$ cat src/hw/rtl/stca_pkg.sv
package stca_pkg;

    localparam int ROW_W       = 64;
    localparam int DRAW_W      = 7;
    localparam int POS_W       = 6;
    localparam int PROB_W      = 7;
    localparam int RADIUS_W    = 2;
    localparam int TABLE_W     = 56;
    localparam int SUM_W       = 3;
    localparam int MAX_RADIUS  = 3;
    localparam int WIN_W       = 2 * MAX_RADIUS + 1;
    localparam int CFG_DATA_W  = 56;
    localparam int CFG_IDX_W   = 1;
    localparam int QUEUE_DEPTH = 2;

    localparam logic CMD_LOAD   = 1'b0;
    localparam logic CMD_EVOLVE = 1'b1;

    localparam logic [CFG_IDX_W-1:0] CFG_WINDOW_RADIUS = 1'b0;
    localparam logic [CFG_IDX_W-1:0] CFG_PROB_TABLE    = 1'b1;

    localparam logic [RADIUS_W-1:0] RADIUS_RESET = 2'd1;

    typedef struct packed {
        logic              evolve;
        logic [ROW_W-1:0]  row;
        logic [DRAW_W-1:0] draw;
    } t_item;

    typedef struct packed {
        logic  valid;
        t_item item;
    } t_qhead;

    typedef struct packed {
        logic [RADIUS_W-1:0] radius;
        logic [TABLE_W-1:0]  prob_table;
    } t_cfg;

endpackage

$ cat src/hw/rtl/stca_in_if.sv
interface stca_in_if;
    logic                         valid;
    logic                         ready;
    logic                         command;
    logic [stca_pkg::ROW_W-1:0]   row_bits;
    logic [stca_pkg::DRAW_W-1:0]  random_draw;

    modport source (output valid, command, row_bits, random_draw, input ready);
    modport sink   (input valid, command, row_bits, random_draw, output ready);
endinterface

$ cat src/hw/rtl/stca_out_if.sv
interface stca_out_if;
    logic                        valid;
    logic                        ready;
    logic                        cell_value;
    logic [stca_pkg::POS_W-1:0]  cell_position;
    logic                        generation_end;

    modport source (output valid, cell_value, cell_position, generation_end, input ready);
    modport sink   (input valid, cell_value, cell_position, generation_end, output ready);
endinterface

$ cat src/hw/rtl/stca_front.sv
module stca_front (
    input  logic              i_clk,
    input  logic              i_rst_n,
    stca_in_if.sink           i_in,
    input  logic              i_pop,
    output stca_pkg::t_qhead  o_head
);
    import stca_pkg::*;

    localparam int PTR_W = (QUEUE_DEPTH > 1) ? $clog2(QUEUE_DEPTH) : 1;
    localparam int CNT_W = $clog2(QUEUE_DEPTH + 1);

    t_item              r_mem [QUEUE_DEPTH];
    logic [PTR_W-1:0]   r_wptr, n_wptr;
    logic [PTR_W-1:0]   r_rptr, n_rptr;
    logic [CNT_W-1:0]   r_count, n_count;
    logic               push;
    logic               pop;
    t_item              w_item;

    assign i_in.ready = (r_count != CNT_W'(QUEUE_DEPTH));
    assign push       = i_in.valid && i_in.ready;
    assign pop        = i_pop && (r_count != '0);

    always_comb begin
        w_item.evolve = (i_in.command == CMD_EVOLVE);
        w_item.row    = i_in.row_bits;
        w_item.draw   = i_in.random_draw;
    end

    always_comb begin
        n_wptr  = r_wptr;
        n_rptr  = r_rptr;
        n_count = r_count;
        if (push) begin
            n_wptr = (r_wptr == PTR_W'(QUEUE_DEPTH - 1)) ? '0 : r_wptr + PTR_W'(1);
        end
        if (pop) begin
            n_rptr = (r_rptr == PTR_W'(QUEUE_DEPTH - 1)) ? '0 : r_rptr + PTR_W'(1);
        end
        if (push && !pop) begin
            n_count = r_count + CNT_W'(1);
        end else if (pop && !push) begin
            n_count = r_count - CNT_W'(1);
        end
    end

    always_ff @(posedge i_clk) begin
        if (!i_rst_n) begin
            r_wptr  <= '0;
            r_rptr  <= '0;
            r_count <= '0;
        end else begin
            r_wptr  <= n_wptr;
            r_rptr  <= n_rptr;
            r_count <= n_count;
        end
    end

    always_ff @(posedge i_clk) begin
        if (push) begin
            r_mem[r_wptr] <= w_item;
        end
    end

    assign o_head.valid = (r_count != '0);
    assign o_head.item  = r_mem[r_rptr];

endmodule

$ cat src/hw/rtl/stca_back.sv
module stca_back #(
    parameter int CELLS      = 64,
    parameter int RULE_SLOTS = 8
) (
    input  logic              i_clk,
    input  logic              i_rst_n,
    input  stca_pkg::t_cfg    i_cfg,
    input  stca_pkg::t_qhead  i_head,
    output logic              o_pop,
    stca_out_if.source        o_res
);
    import stca_pkg::*;

    localparam int               IDX_W    = $clog2(CELLS);
    localparam logic [SUM_W-1:0] MAX_SLOT = SUM_W'(RULE_SLOTS - 1);
    localparam logic [IDX_W-1:0] LAST_IDX = IDX_W'(CELLS - 1);

    logic [CELLS-1:0]              r_cur, r_next, n_next;
    logic [IDX_W-1:0]              r_idx;
    logic                          r_out_valid;
    logic                          r_val;
    logic [IDX_W-1:0]              r_pos;
    logic                          r_end;

    logic [CELLS+2*MAX_RADIUS-1:0] ext;
    logic [WIN_W-1:0]              win;
    logic [SUM_W-1:0]              lo, hi;
    logic [SUM_W-1:0]              sum;
    logic [SUM_W-1:0]              slot;
    logic [PROB_W-1:0]             prob;
    logic                          bit_new;
    logic                          last;
    logic                          do_evolve;

    assign o_pop     = i_head.valid && (!i_head.item.evolve || !r_out_valid || o_res.ready);
    assign do_evolve = o_pop && i_head.item.evolve;

    always_comb begin
        ext = {{MAX_RADIUS{1'b0}}, r_cur, {MAX_RADIUS{1'b0}}};
        win = ext[r_idx +: WIN_W];
        lo  = SUM_W'(MAX_RADIUS) - {1'b0, i_cfg.radius};
        hi  = SUM_W'(MAX_RADIUS) + {1'b0, i_cfg.radius};
        sum = '0;
        for (int j = 0; j < WIN_W; j++) begin
            if (win[j] && (SUM_W'(j) >= lo) && (SUM_W'(j) <= hi)) begin
                sum = sum + SUM_W'(1);
            end
        end
        slot    = (sum > MAX_SLOT) ? MAX_SLOT : sum;
        prob    = i_cfg.prob_table[PROB_W*slot +: PROB_W];
        bit_new = (i_head.item.draw < prob);
        last    = (r_idx == LAST_IDX);
        n_next        = r_next;
        n_next[r_idx] = bit_new;
    end

    always_ff @(posedge i_clk) begin
        if (!i_rst_n) begin
            r_cur       <= '0;
            r_next      <= '0;
            r_idx       <= '0;
            r_out_valid <= 1'b0;
        end else begin
            if (o_pop && !i_head.item.evolve) begin
                r_cur  <= i_head.item.row[CELLS-1:0];
                r_next <= '0;
                r_idx  <= '0;
            end else if (do_evolve) begin
                r_next <= n_next;
                if (last) begin
                    r_cur <= n_next;
                    r_idx <= '0;
                end else begin
                    r_idx <= r_idx + IDX_W'(1);
                end
            end
            if (do_evolve) begin
                r_out_valid <= 1'b1;
            end else if (o_res.ready) begin
                r_out_valid <= 1'b0;
            end
        end
    end

    always_ff @(posedge i_clk) begin
        if (do_evolve) begin
            r_val <= bit_new;
            r_pos <= r_idx;
            r_end <= last;
        end
    end

    assign o_res.valid          = r_out_valid;
    assign o_res.cell_value     = r_val;
    assign o_res.cell_position  = POS_W'(r_pos);
    assign o_res.generation_end = r_end;

endmodule

$ cat src/hw/rtl/stochastic_totalistic_ca_step_unit.sv
// Stochastic totalistic cellular automaton, one cell per transfer. A load
// transfer replaces the row and restarts at cell 0; it gives no result. An
// evolve transfer updates the next cell from the ones in its clipped window and
// the draw, and gives one result. Items pass through a two-entry queue into the
// cell unit, which retires one item per cycle: sustained rate is one item per
// clock while the result side takes each result. A result is held in an output
// register once its item leaves the queue; while it waits, loads keep retiring
// and the queue takes up to two more items before the input stalls.
// Configuration is written through a plain write port; the user must write it
// only while the block is idle, and the block itself does not enforce this.
module stochastic_totalistic_ca_step_unit #(
    parameter int CELLS      = 64,
    parameter int RULE_SLOTS = 8
) (
    input  logic                                i_clk,
    input  logic                                i_rst_n,
    input  logic                                i_cfg_we,
    input  logic [stca_pkg::CFG_IDX_W-1:0]      i_cfg_index,
    input  logic [stca_pkg::CFG_DATA_W-1:0]     i_cfg_data,
    stca_in_if.sink                             i_in,
    stca_out_if.source                          o_res
);
    import stca_pkg::*;

    t_cfg   r_cfg;
    t_qhead head;
    logic   pop;

    always_ff @(posedge i_clk) begin
        if (!i_rst_n) begin
            r_cfg.radius     <= RADIUS_RESET;
            r_cfg.prob_table <= '0;
        end else if (i_cfg_we) begin
            unique case (i_cfg_index)
                CFG_WINDOW_RADIUS: r_cfg.radius     <= i_cfg_data[RADIUS_W-1:0];
                CFG_PROB_TABLE:    r_cfg.prob_table <= i_cfg_data[TABLE_W-1:0];
                default: ;
            endcase
        end
    end

    stca_front u_front (
        .i_clk   (i_clk),
        .i_rst_n (i_rst_n),
        .i_in    (i_in),
        .i_pop   (pop),
        .o_head  (head)
    );

    stca_back #(
        .CELLS      (CELLS),
        .RULE_SLOTS (RULE_SLOTS)
    ) u_back (
        .i_clk   (i_clk),
        .i_rst_n (i_rst_n),
        .i_cfg   (r_cfg),
        .i_head  (head),
        .o_pop   (pop),
        .o_res   (o_res)
    );

    a_end_at_last_cell: assert property (@(posedge i_clk) disable iff (!i_rst_n)
        o_res.valid && o_res.generation_end |-> o_res.cell_position == POS_W'(CELLS - 1))
        else $error("generation end away from last cell");

    a_pop_needs_item: assert property (@(posedge i_clk) disable iff (!i_rst_n)
        pop |-> head.valid)
        else $error("queue pop while empty");

    a_load_never_stalls: assert property (@(posedge i_clk) disable iff (!i_rst_n)
        head.valid && !head.item.evolve |-> pop)
        else $error("load held in queue");

endmodule
$ cat src/flat_wrapper.sv
// flat-port wrapper written by rule: the top's interface ports become plain ports
module stochastic_totalistic_ca_step_unit_flat import stca_pkg::*;
#(
    parameter int CELLS      = 64,
    parameter int RULE_SLOTS = 8
)
  (i_clk, i_rst_n, i_cfg_we, i_cfg_index, i_cfg_data, i_in_valid, i_in_command, i_in_row_bits, i_in_random_draw, i_in_ready, o_res_valid, o_res_cell_value, o_res_cell_position, o_res_generation_end, o_res_ready);
  stca_in_if i_in_i ();
  stca_out_if o_res_i ();
  input  logic i_clk;
  input  logic i_rst_n;
  input  logic i_cfg_we;
  input  logic [stca_pkg::CFG_IDX_W-1:0] i_cfg_index;
  input  logic [stca_pkg::CFG_DATA_W-1:0] i_cfg_data;
  input wire logic [$bits(i_in_i.valid)-1:0] i_in_valid;
  input wire logic [$bits(i_in_i.command)-1:0] i_in_command;
  input wire logic [$bits(i_in_i.row_bits)-1:0] i_in_row_bits;
  input wire logic [$bits(i_in_i.random_draw)-1:0] i_in_random_draw;
  output wire logic [$bits(i_in_i.ready)-1:0] i_in_ready;
  output wire logic [$bits(o_res_i.valid)-1:0] o_res_valid;
  output wire logic [$bits(o_res_i.cell_value)-1:0] o_res_cell_value;
  output wire logic [$bits(o_res_i.cell_position)-1:0] o_res_cell_position;
  output wire logic [$bits(o_res_i.generation_end)-1:0] o_res_generation_end;
  input wire logic [$bits(o_res_i.ready)-1:0] o_res_ready;
  assign i_in_i.valid = i_in_valid;
  assign i_in_i.command = i_in_command;
  assign i_in_i.row_bits = i_in_row_bits;
  assign i_in_i.random_draw = i_in_random_draw;
  assign i_in_ready = i_in_i.ready;
  assign o_res_valid = o_res_i.valid;
  assign o_res_cell_value = o_res_i.cell_value;
  assign o_res_cell_position = o_res_i.cell_position;
  assign o_res_generation_end = o_res_i.generation_end;
  assign o_res_i.ready = o_res_ready;
  stochastic_totalistic_ca_step_unit #(.CELLS(CELLS), .RULE_SLOTS(RULE_SLOTS)) u_core (.i_clk(i_clk), .i_rst_n(i_rst_n), .i_cfg_we(i_cfg_we), .i_cfg_index(i_cfg_index), .i_cfg_data(i_cfg_data), .i_in(i_in_i), .o_res(o_res_i));
endmodule
$ cat config.mk
export PLATFORM = sky130hd
export DESIGN_NAME = stochastic_totalistic_ca_step_unit_flat
export DESIGN_NICKNAME = d
export VERILOG_FILES = /design/src/hw/rtl/stca_pkg.sv /design/src/hw/rtl/stca_in_if.sv /design/src/hw/rtl/stca_out_if.sv /design/src/hw/rtl/stca_front.sv /design/src/hw/rtl/stca_back.sv /design/src/hw/rtl/stochastic_totalistic_ca_step_unit.sv /design/src/flat_wrapper.sv
export SDC_FILE = /design/constraint.sdc
export NUM_CORES = 1
export LEC_CHECK = 0
export BUFFER_PORTS_ARGS = -buffer_cell sky130_fd_sc_hd__buf_4
export CORE_MARGIN = 5
export CORE_UTILIZATION = 50
export CTS_CLUSTER_DIAMETER = 150
export CTS_CLUSTER_SIZE = 16
export DETAILED_ROUTE_END_ITERATION = 10
export PLACE_DENSITY = 0.7
export SKIP_LAST_GASP = 1
export SLEW_MARGIN = 20
export SYNTH_ARGS = -nofsm -noshare
export SYNTH_HDL_FRONTEND = slang
export SYNTH_SLANG_ARGS = --single-unit
$ cat constraint.sdc
create_clock -name i_clk -period 17.75 [get_ports i_clk]
set_clock_uncertainty 0.2 [all_clocks]
set_input_delay 0.8875 -clock i_clk [delete_from_list [all_inputs] [get_ports i_clk]]
set_output_delay 0.8875 -clock i_clk [all_outputs]
set_load 0.1 [all_outputs]
======== Word-level counts from Yosys, hierarchy flattened ========
Memory sizes are Yosys's and may differ from the RTL's. A register that Yosys moved wholly into a read port is not among the register bits.
Index checks and enable logic that the tools add are counted.
word-level totals
  bits in registers ....................... 205
  bits in writable memories ............... 144
  output and inout port bits .............. 10
  memories kept ........................... 1
operators by class
  add/subtract/negate cells ............... 13
  multiply operators ...................... 1
  order comparisons ....................... 18
  equal/unequal tests ..................... 2
  shift operators ......................... 2
  multiplexer cells ....................... 25
  bitwise gates (word level) .............. 2
  reduce and logical (&&, ||, !) cells .... 37
memory list
  memory                depth  bits a word  rd ports  clocked after Yosys merged registers in  write ports  line              text
  u_core.u_front.r_mem  2      72           1         1                                        1            stca_front.sv:13  t_item r_mem [QUEUE_DEPTH];
operators with widths
  cell                   number
  $mux W64               3
  $shiftx A70 B7 Y7      1
  $bwmux W64             1
  $shiftx A56 B7 Y7      1
  $logic_and A1 B1 Y1    22
  $mux W3                7
  $add A3 B1 Y3 const B  6
  $mux W1                10
  $reduce_bool A2 Y1     5
  $ge A3 B3 Y1 const A   3
  $le A3 B3 Y1 const A   3
  $lt A6 B7 Y1 const B   1
  $lt A7 B7 Y1           1
  $add A6 B1 Y6 const B  1
  $demux W1 S6           1
  $eq A6 B6 Y1 const B   1
  $ge A1 B3 Y1 const A   2
  $ge A2 B3 Y1 const A   2
  $ge A6 B1 Y1 const B   1
  $le A1 B3 Y1 const A   2
  $le A2 B3 Y1 const A   2
  $mul A3 B3 Y6 const A  1
  $mux W6                1
  $reduce_and A2 Y1      3
  12 further kinds       19

======== Depth between registers and ports, before layout ========
Gate-level depths: netlist (run 1).
  depth in word-level cells ............... 26
  gate-level depth with buffers ........... 37
  depth with buffers taken out ............ 31

======== Modules after synthesis ========
From an unflattened synthesis (run 1), not the netlist that was laid out.
unflattened totals
  cell total of the unflattened synthesis .. 1763
  area total of the unflattened synthesis .. 18250.0 µm²
modules (own cells, without submodules)
  module                              times used  cells an instance  area an instance (µm²)
  stca_back                           1           1251               10491.3
  stca_front                          1           248                5430.2
  stochastic_totalistic_ca_step_unit  1           264                2328.5

======== Least setup slack after synthesis (run 1) ========
OpenSTA, ideal clock, no wires.
  kind .................................... flip-flop to flip-flop
  from .................................... register u_core.u_back.r_idx[0]
  to ...................................... register u_core.u_back.r_next[14]
  arrival ................................. 8176 ps
  required time ........................... 17435 ps
  setup slack ............................. 9259 ps
  cell stages (with the launch flop) ...... 37
  path buffers ............................ 7
  cells stage by stage .................... dfxtp_1 -> buf_6 -> buf_4 -> buf_6 -> clkbuf_1 -> mux4_2 -> nand2_1 -> o21ai_0 -> mux4_2 -> nor2_1 -> nor2_1 -> o211ai_1 -> inv_1 -> ha_1 -> xnor2_1 -> buf_2 -> inv_1 -> ha_1 -> mux2_2 -> ha_1 -> mux2_2 -> ha_1 -> mux2_2 -> ha_1 -> mux2i_4 -> buf_2 -> mux4_2 -> mux2i_1 -> ha_1 -> a21o_1 -> a21oi_1 -> nor2b_1 -> nor3_1 -> o2111a_2 -> o31ai_4 -> buf_6 -> o21ai_2
between the ends
  cells in the longest elaborated chain, start to end .. 22
ends and longest elaborated chain
  element                            line             text
  start: declaration                 stca_back.sv:19  logic [IDX_W-1:0] r_idx;
  start signal: assignment           stca_back.sv:74  r_idx <= r_idx + IDX_W'(1);
  $shiftx A70 B7 Y7                  stca_back.sv:40  win = ext[r_idx +: WIN_W];
  $logic_and A1 B1 Y1 (2 in series)  stca_back.sv:45  if (win[j] && (SUM_W'(j) >= lo) && (SUM_W'(j) <= hi)) begin
  $mux W1                            stca_back.sv:45
  $add A3 B1 Y3                      stca_back.sv:46  sum = sum + SUM_W'(1);
  $mux W3                            stca_back.sv:45
  $add A3 B1 Y3                      stca_back.sv:46
  $mux W3                            stca_back.sv:45
  $add A3 B1 Y3                      stca_back.sv:46
  [... 5 more ...]                   -
  $add A3 B1 Y3                      stca_back.sv:46
  $mux W3                            stca_back.sv:45
  $gt A3 B3 Y1                       stca_back.sv:49  slot = (sum > MAX_SLOT) ? MAX_SLOT : sum;
  $mux W3                            stca_back.sv:49
  $mul A3 B3 Y6                      stca_back.sv:50  prob = i_cfg.prob_table[PROB_W*slot +: PROB_W];
  $shiftx A56 B7 Y7                  stca_back.sv:50
  $lt A7 B7 Y1                       stca_back.sv:51  bit_new = (i_head.item.draw < prob);
  $bwmux W64 *                       stca_back.sv:54  n_next[r_idx] = bit_new;
  end signal: assignment             stca_back.sv:69  r_next <= n_next;
  end: declaration                   stca_back.sv:18  logic [CELLS-1:0] r_cur, r_next, n_next;
Mark *: on every way between the ends. The rest lies on a longest branch, timed or not.
A chain may end at the register's enable or synchronous reset.

======== Worst setup path after layout (run 1) ========
  from .................................... register u_core.u_back.r_idx[0]
  to ...................................... register u_core.u_back.r_next[3]
Same word-level chain as after synthesis.

==> results of run 1 <==
[worst max path at each step]
stage,start,to,cells past startpoint
floorplan,u_core.u_back.r_idx[0]$_SDFFE_PP0P_,u_core.u_back.r_next[14]$_SDFFE_PP0P_,36
global placement,u_core.u_back.r_idx[0]$_SDFFE_PP0P_,u_core.u_back.r_next[3]$_SDFFE_PP0P_,28
detailed placement,u_core.u_back.r_idx[0]$_SDFFE_PP0P_,u_core.u_back.r_next[2]$_SDFFE_PP0P_,28
CTS,u_core.u_back.r_idx[0]$_SDFFE_PP0P_,u_core.u_back.r_next[3]$_SDFFE_PP0P_,28
global route,u_core.u_back.r_idx[0]$_SDFFE_PP0P_,u_core.u_back.r_next[3]$_SDFFE_PP0P_,28
finish,u_core.u_back.r_idx[0]$_SDFFE_PP0P_,u_core.u_back.r_next[3]$_SDFFE_PP0P_,28
[stage by stage]
step / instance area [sq um] / power (W) / cells
final: 19600 / 0.00232 / 2229
after global routing: 19600 / 0.00244 / 2229
after CTS: 19600 / 0.00233 / 2229
after detailed placement: 18900 / 0.00179 / 2186
after global placement: 18900 / 0.00177 / 2186
after floorplan: 17700 / 0.00159 / 1694
[placed cells by master, fill, tap and decap left out, drive strengths merged, types with 5 or more instances in the layout]
master / instances
a21oi: 74
o21ai: 121
nand2b: 7
clkbuf: 42
edfxtp: 152
dfxtp: 198
nand4: 7
a31oi: 7
a22oi: 6
nand3: 94
and3: 7
nor3: 39
o211ai: 82
nor2: 130
and2: 6
mux2: 34
nand2: 249
inv: 15
mux2i: 110
a211oi: 12
nor3b: 8
a311oi: 26
o22ai: 5
mux4: 57
and3b: 5
nor2b: 16
ha: 20
buf: 170
xnor2: 8
o2111a: 5
[cells in the mapped netlist (all sizes together), types with 4 or more instances]
master and number:
a211oi 12, a21oi 74, a22oi 6, a311oi 26, a31oi 7, and2 6
and3 7, and3b 5, buf 46, clkbuf 85, dfxtp 198, edfxtp 152
ha 20, inv 15, mux2 34, mux2i 110, mux4 57, nand2 249
nand2b 7, nand3 94, nand4 7, nor2 130, nor2b 16, nor3 39
nor3b 8, nor4 4, o2111a 5, o211ai 82, o21a 4, o21ai 121
o22ai 5, or3 4, xnor2 8
[sequential cells by signal (all words and copies together), names as in the netlist, 2 cells and up, named ones only]
signal                             cells
u_core.u_back.r_idx                    6
u_core.r_cfg                          58
u_core.u_back.o_res.cell_position      6
u_core.u_back.r_cur                   64
u_core.u_front.r_count                 2
u_core.u_back.r_next                  64
u_core.u_front.r_mem                 144
[cells by family (layout without fill, tap and decap cells)]
| family | Yosys count | count (layout) | share of synthesized area [%] |
|---|---|---|---|
| AND/OR/NAND/NOR | 586 | 586 | 14.9 |
| XOR/XNOR | 12 | 12 | 0.822 |
| flip-flops | 350 | 350 | 48.3 |
| adder cells (fa/ha/maj) | 20 | 20 | 1.42 |
| AO/OA/AOI/OAI | 374 | 374 | 14.7 |
| multiplexers | 201 | 201 | 15.9 |
| buffers and inverters | 151 | 231 | 3.98 |
[area by class of cell]
type,count,area [sq um]
fill,3048,15100
sequential,350,8540
multi-input combinational,1193,8480
timing repair buffer,170,1280
clock buffer,42,699
tap,455,569
inverter,18,68.8
clock inverter,1,20.0
[per-layer routing]
layer	global-route usage [%]	share of wire (%)	vias to the layer above
met3	5.10	9.4	91
met4	6.22	2.7	0
met1	36.1	43	6668
met5	0	0	-
li1	-	-	6414
met2	37.0	45	609
[worst max-delay path, delay by kind of cell (launching register included)]
kind,cells,cell delay (ps)
fa+ha+maj,6,1730
flops,1,820
buf+inv,3,1580
simple gates,2,250
xor+xnor,1,630
mux,9,3450
compound gates,7,1990
[power by group through the flow]
stage	sequential, W	combinational (W)	clock (W)
6_report	0.00106	0.000717	0.000543
2_1_floorplan	0.00106	0.000529	0
5_1_grt	0.00107	0.000775	0.000588
4_1_cts	0.00106	0.000714	0.000555
3_5_place_dp	0.00108	0.000711	0
3_3_place_gp	0.00107	0.000700	0
==> results.toml, run 1 <==
[clock_tree]
insertion_delay_ps = 560
cts_tree = "built"
cts_resized = 0
cts_hold_buffers = 0
postCtsSetupRepairBufs = 0
clock_path_buffers = 3
cts_sinks = 350
cts_root_buf = "clkbuf_16"
cts_buffers = 25
htree_levels = 1
clk_pin_slew_ps = 80

[setup_path]
r2r_end = "u_core.u_back.r_next[3]$_SDFFE_PP0P_"
crit_path_end_kind = "flop"
start_kind = "flop"
crit_required_ps = 17960
reg2regPathDepth = 28
cp_max_fo = 54
r2r_setup_slack_ps = 6830
cp.arrival_ps = 11130
slowest_delay_ps = 840
path_common_cell = "ha_1"
reg2reg_from = "u_core.u_back.r_idx[0]$_SDFFE_PP0P_"
critical_path_class = "reg -> reg"
crit_path_top_delay_cell = "o31ai_4"

[drt]
via_per_inst = 6.18
vias = 13800
route.detailed.drc = 0
wirelength_mm = 49.1
drtPass1Iterations = 5
postRouteAntennaNets = 0
wl_per_cell_um = 22.0
drtIter0Drc = 1388

[global_routing]
gr-total-overflow = 0
grt_pass1_wl_mm = 75.9
grt_pass1_vias = 13200
grt_usage_pct = 24.5
antenna_found_initial = 0
grt_max_degree = 101

[power_and_ir_drop]
switchingPower_w = 0.000826
p_sw_share_pct = 35.6
power_frac_comb_pct = 30.9
cellLeakagePower_nw = 6.64
power_per_cell_area_nw_per_um2 = 118
power_frac_seq_pct = 45.7
max-vdd-ir-drop_mv = 0.0881
intPower_w = 0.00149
clkPwrFrac_pct = 23.4

[synth]
ys_seq_area_share_pct = 48.3
syn_area_sq_um = 17700
synth.area.top_cells = "edfxtp_1, dfxtp_1, mux4_2, mux2i_1, nand2_1"
synth_area_leader_cell = "edfxtp_1"
async_flop_share_pct = 0
yosys_most_used_dff = "dfxtp_1"
synth_nets = 1848
synth_edf_count = 152
synth.distinct_cells = 85
synth_top_area_share_pct = 25.9
synth_warnings = 0
synth-seq-cells = 350
synth_area_per_cell_sq_um = 10.4
synthCells = 1694

[placement]
dp_slack_ps = 6480
place_congestion = 0.977
port_buffers = 143
place_hpwl_mm = 34.2

[floorplanning]
die_x_um = 198
die_h_um = 198
initial_core_util_pct = 50.9
io_pins = 144
die_area_sq_um = 39200
coreArea_sq_um = 34700
rows = 68

[sta]
worst_slew_pin_slew_ps = 1120
finalCritPeriodShare_pct = 61.5
rsz0062_at_grt = "no"
setup-tns-final_ps = 0
setup_viol = 0
holdWs_ps = 258
max_slew_margin_pct = 25.1
hold_violations = 0
post-route-min-period_ps = 10920
slew_viol_final = 0
max_clock_freq_mhz = 91.6
layout_setup_ws_ps = 6830

[final_layout]
fin_nets = 1912
drive_above_1_share_pct = 19.7
final_util_pct = 56.6
area_growth_syn_to_layout_pct = 11.3
antenna_cells = 0

[hold_path]
whs_path_depth = 2
hp-class = "reg -> reg"
worstHoldStart = "u_core.r_cfg[34]$_SDFFE_PN0P_"
hold-path-endpoint = "u_core.r_cfg[34]$_SDFFE_PN0P_"

[job]
max-cap-violations = 0

[run_status]
status = "complete, no violations"
No activity file was read; power rests on OpenSTA's default activity.
==> run 2: changes to the inputs <==
--- a/config.mk
+++ b/config.mk
@@ -11,7 +11,7 @@
 export CTS_CLUSTER_DIAMETER = 150
 export CTS_CLUSTER_SIZE = 16
 export DETAILED_ROUTE_END_ITERATION = 10
-export PLACE_DENSITY = 0.7
+export PLACE_DENSITY = 0.73
 export SKIP_LAST_GASP = 1
 export SLEW_MARGIN = 20
 export SYNTH_ARGS = -nofsm -noshare
==> constraint.sdc (replaced) <==
create_clock -name i_clk -period 8.93 [get_ports i_clk]
set_clock_uncertainty 0.2 [all_clocks]
set_input_delay 0.4465 -clock i_clk [delete_from_list [all_inputs] [get_ports i_clk]]
set_output_delay 0.4465 -clock i_clk [all_outputs]
set_load 0.1 [all_outputs]
==> run 2 against run 1 <==
Net effect:
- first-iteration DRC count rose by 11%
- combinational power rose by 110%
- critical endpoint unchanged
- largest power group unchanged
- count of clock-buffer cells in the layout shrank 1
- utilization rose by 4.4 points
- global-route usage up 1.4 points
==> results.toml, run 2 (synthesis gave the netlist of run 1 again) <==
[setup_path]
crit_path_end_kind = "flop"
start_kind = "flop"
critical_path_class = "reg -> reg"
slowest_delay_ps = 630
crit_required_ps = 9190
cp.arrival_ps = 8590
crit_path_top_delay_cell = "dfxtp_4"
cp_max_fo = 64
path_common_cell = "ha_1"

[global_routing]
antenna_found_initial = 1
grt_pass1_vias = 14300
grt_usage_pct = 25.9
grt_pass1_wl_mm = 80.9
grt_max_degree = 100
gr-total-overflow = 0

[final_layout]
fin_nets = 2065
regArea_sq_um = 8540
multi_input_area_sq_um = 8470
mostFrequentLayoutCells = "nand2_1, dfxtp_1, buf_4, edfxtp_1, dlygate4sd3_1"
drive_above_1_share_pct = 19.4
reg_top3 = "u_core.u_front.r_mem x144, u_core.u_back.r_cur x64, u_core.u_back.r_next x64"
area_growth_syn_to_layout_pct = 20.0
top_register = "u_core.u_front.r_mem"
final_common_cell = "nand2_1"
n_fill_cell = 2778
design_area_sq_um = 21200
largest_reg_flops = 144

[floorplanning]
coreArea_sq_um = 34700
die_h_um = 198
die_area_sq_um = 39200
initial_core_util_pct = 50.9
io_pins = 144
die_x_um = 198
rows = 68

[drt]
drtIter0Drc = 1534
drtPass1Iterations = 5
vias = 14700
wirelength_mm = 52.7
route.detailed.drc = 0
postRouteAntennaNets = 0
via_per_inst = 6.15
wl_per_cell_um = 22.1

[sta]
setup_viol = 0
slew_viol_final = 0
hold_violations = 0
worst_slew_pin_slew_ps = 1110
finalCritPeriodShare_pct = 93.3
rsz0062_at_grt = "no"
max_slew_margin_pct = 26.0
max_clock_freq_mhz = 120
setup-tns-final_ps = 0
post-route-min-period_ps = 8340

[job]
max-cap-violations = 0

[power_and_ir_drop]
power_frac_comb_pct = 32.7
intPower_w = 0.00303
power_frac_seq_pct = 44.5
max-vdd-ir-drop_mv = 0.185
p_sw_share_pct = 35.6
switchingPower_w = 0.00168
clkPwrFrac_pct = 22.8
cellLeakagePower_nw = 7.32
power_per_cell_area_nw_per_um2 = 222

[clock_tree]
cts_resized = 0
cts_root_buf = "clkbuf_16"
clk_pin_slew_ps = 80
clock_path_buffers = 3
insertion_delay_ps = 560
htree_levels = 1
cts_tree = "built"
cts_sinks = 350
cts_buffers = 25

[placement]
place_hpwl_mm = 34.8
port_buffers = 143
place_area_sq_um = 19100
place_congestion = 1.02

[hold_path]
hp-class = "in -> reg"

[run_status]
status = "complete, no violations"
run 2: cell count changes in the layout (fill, tap and decap cells not counted), sizes merged:
| cell | change |
|---|---|
| dlygate4sd3 | +129 |
| diode | +1 |
| buf | +24 |
| clkbuf | -1 |
run 2: final timing paths:
check,startpoint,to,slack (ps),cells past startpoint
setup reg to reg,u_core.u_back.r_idx[0]$_SDFFE_PP0P_,u_core.u_back.r_next[3]$_SDFFE_PP0P_,590,32
hold reg to reg,u_core.r_cfg[25]$_SDFFE_PN0P_,u_core.r_cfg[25]$_SDFFE_PN0P_,250,2
setup / recovery,u_core.u_back.r_idx[0]$_SDFFE_PP0P_,u_core.u_back.r_next[3]$_SDFFE_PP0P_,590,32
hold / removal,i_cfg_data[14],u_core.r_cfg[14]$_SDFFE_PN0P_,30,3
run 2: final cells by class:
cell class	instances	area share [%]
diodes	1	0.0118
clock buffers	41	3.28
clock inverters	1	0.0413
inverters	18	0.325
multi-input cells	1193	40.0
flip-flops and latches	350	40.3
well taps	455	2.69
repair buffers	323	13.4
run 2: critical path: cells and delay by family (launching register included):
family                     cells  cell delay, ps
DFF                            1             630
adders and majority gates      6            1710
muxes                          8            2750
and+or+nand+nor                5             560
buffers and inverters          5             950
AOI/OAI and AO/OA              7            1070
xor gates and xnor gates       1             210
run 2: metal layers:
| layer | share of wire [%] | vias to the layer above | global-route usage, % | wire (um) |
|---|---|---|---|---|
| li1 | - | 6737 | - | - |
| met3 | 8.6 | 138 | 4.44 | 4540 |
| met5 | 0 | - | 0 | 0 |
| met4 | 4.0 | 0 | 9.33 | 2110 |
| met1 | 42 | 7050 | 36.3 | 21900 |
| met2 | 46 | 728 | 40.7 | 24200 |
run 2: power by group through the flow:
stage               Combinational, W  Sequential, W  Clock (W)
floorplan                    0.00105        0.00210          0
global placement             0.00143        0.00211          0
detailed placement           0.00145        0.00212          0
CTS                          0.00150        0.00209    0.00108
global route                 0.00165        0.00211    0.00115
finish                       0.00154        0.00209    0.00107
run 2: repair_timing:
action                                 4_1_cts  5_1_grt
setup endpoints to repair                    0       66
hold buffers                               129        0
buffers inserted                             0        6
endpoints found under the hold margin      202        0
run 2: stage by stage:
stage	worst slack (ps)	std cells	util [%]	power [W]	hold slack, ps
floorplan	439	1694	-	0.00315	203
global placement	453	2204	55.0	0.00354	240
detailed placement	269	2204	55.0	0.00358	243
CTS	222	2375	60.8	0.00467	1.38
global route	221	2382	61.0	0.00491	17.1
finish	594	2382	61.0	0.00470	30.3
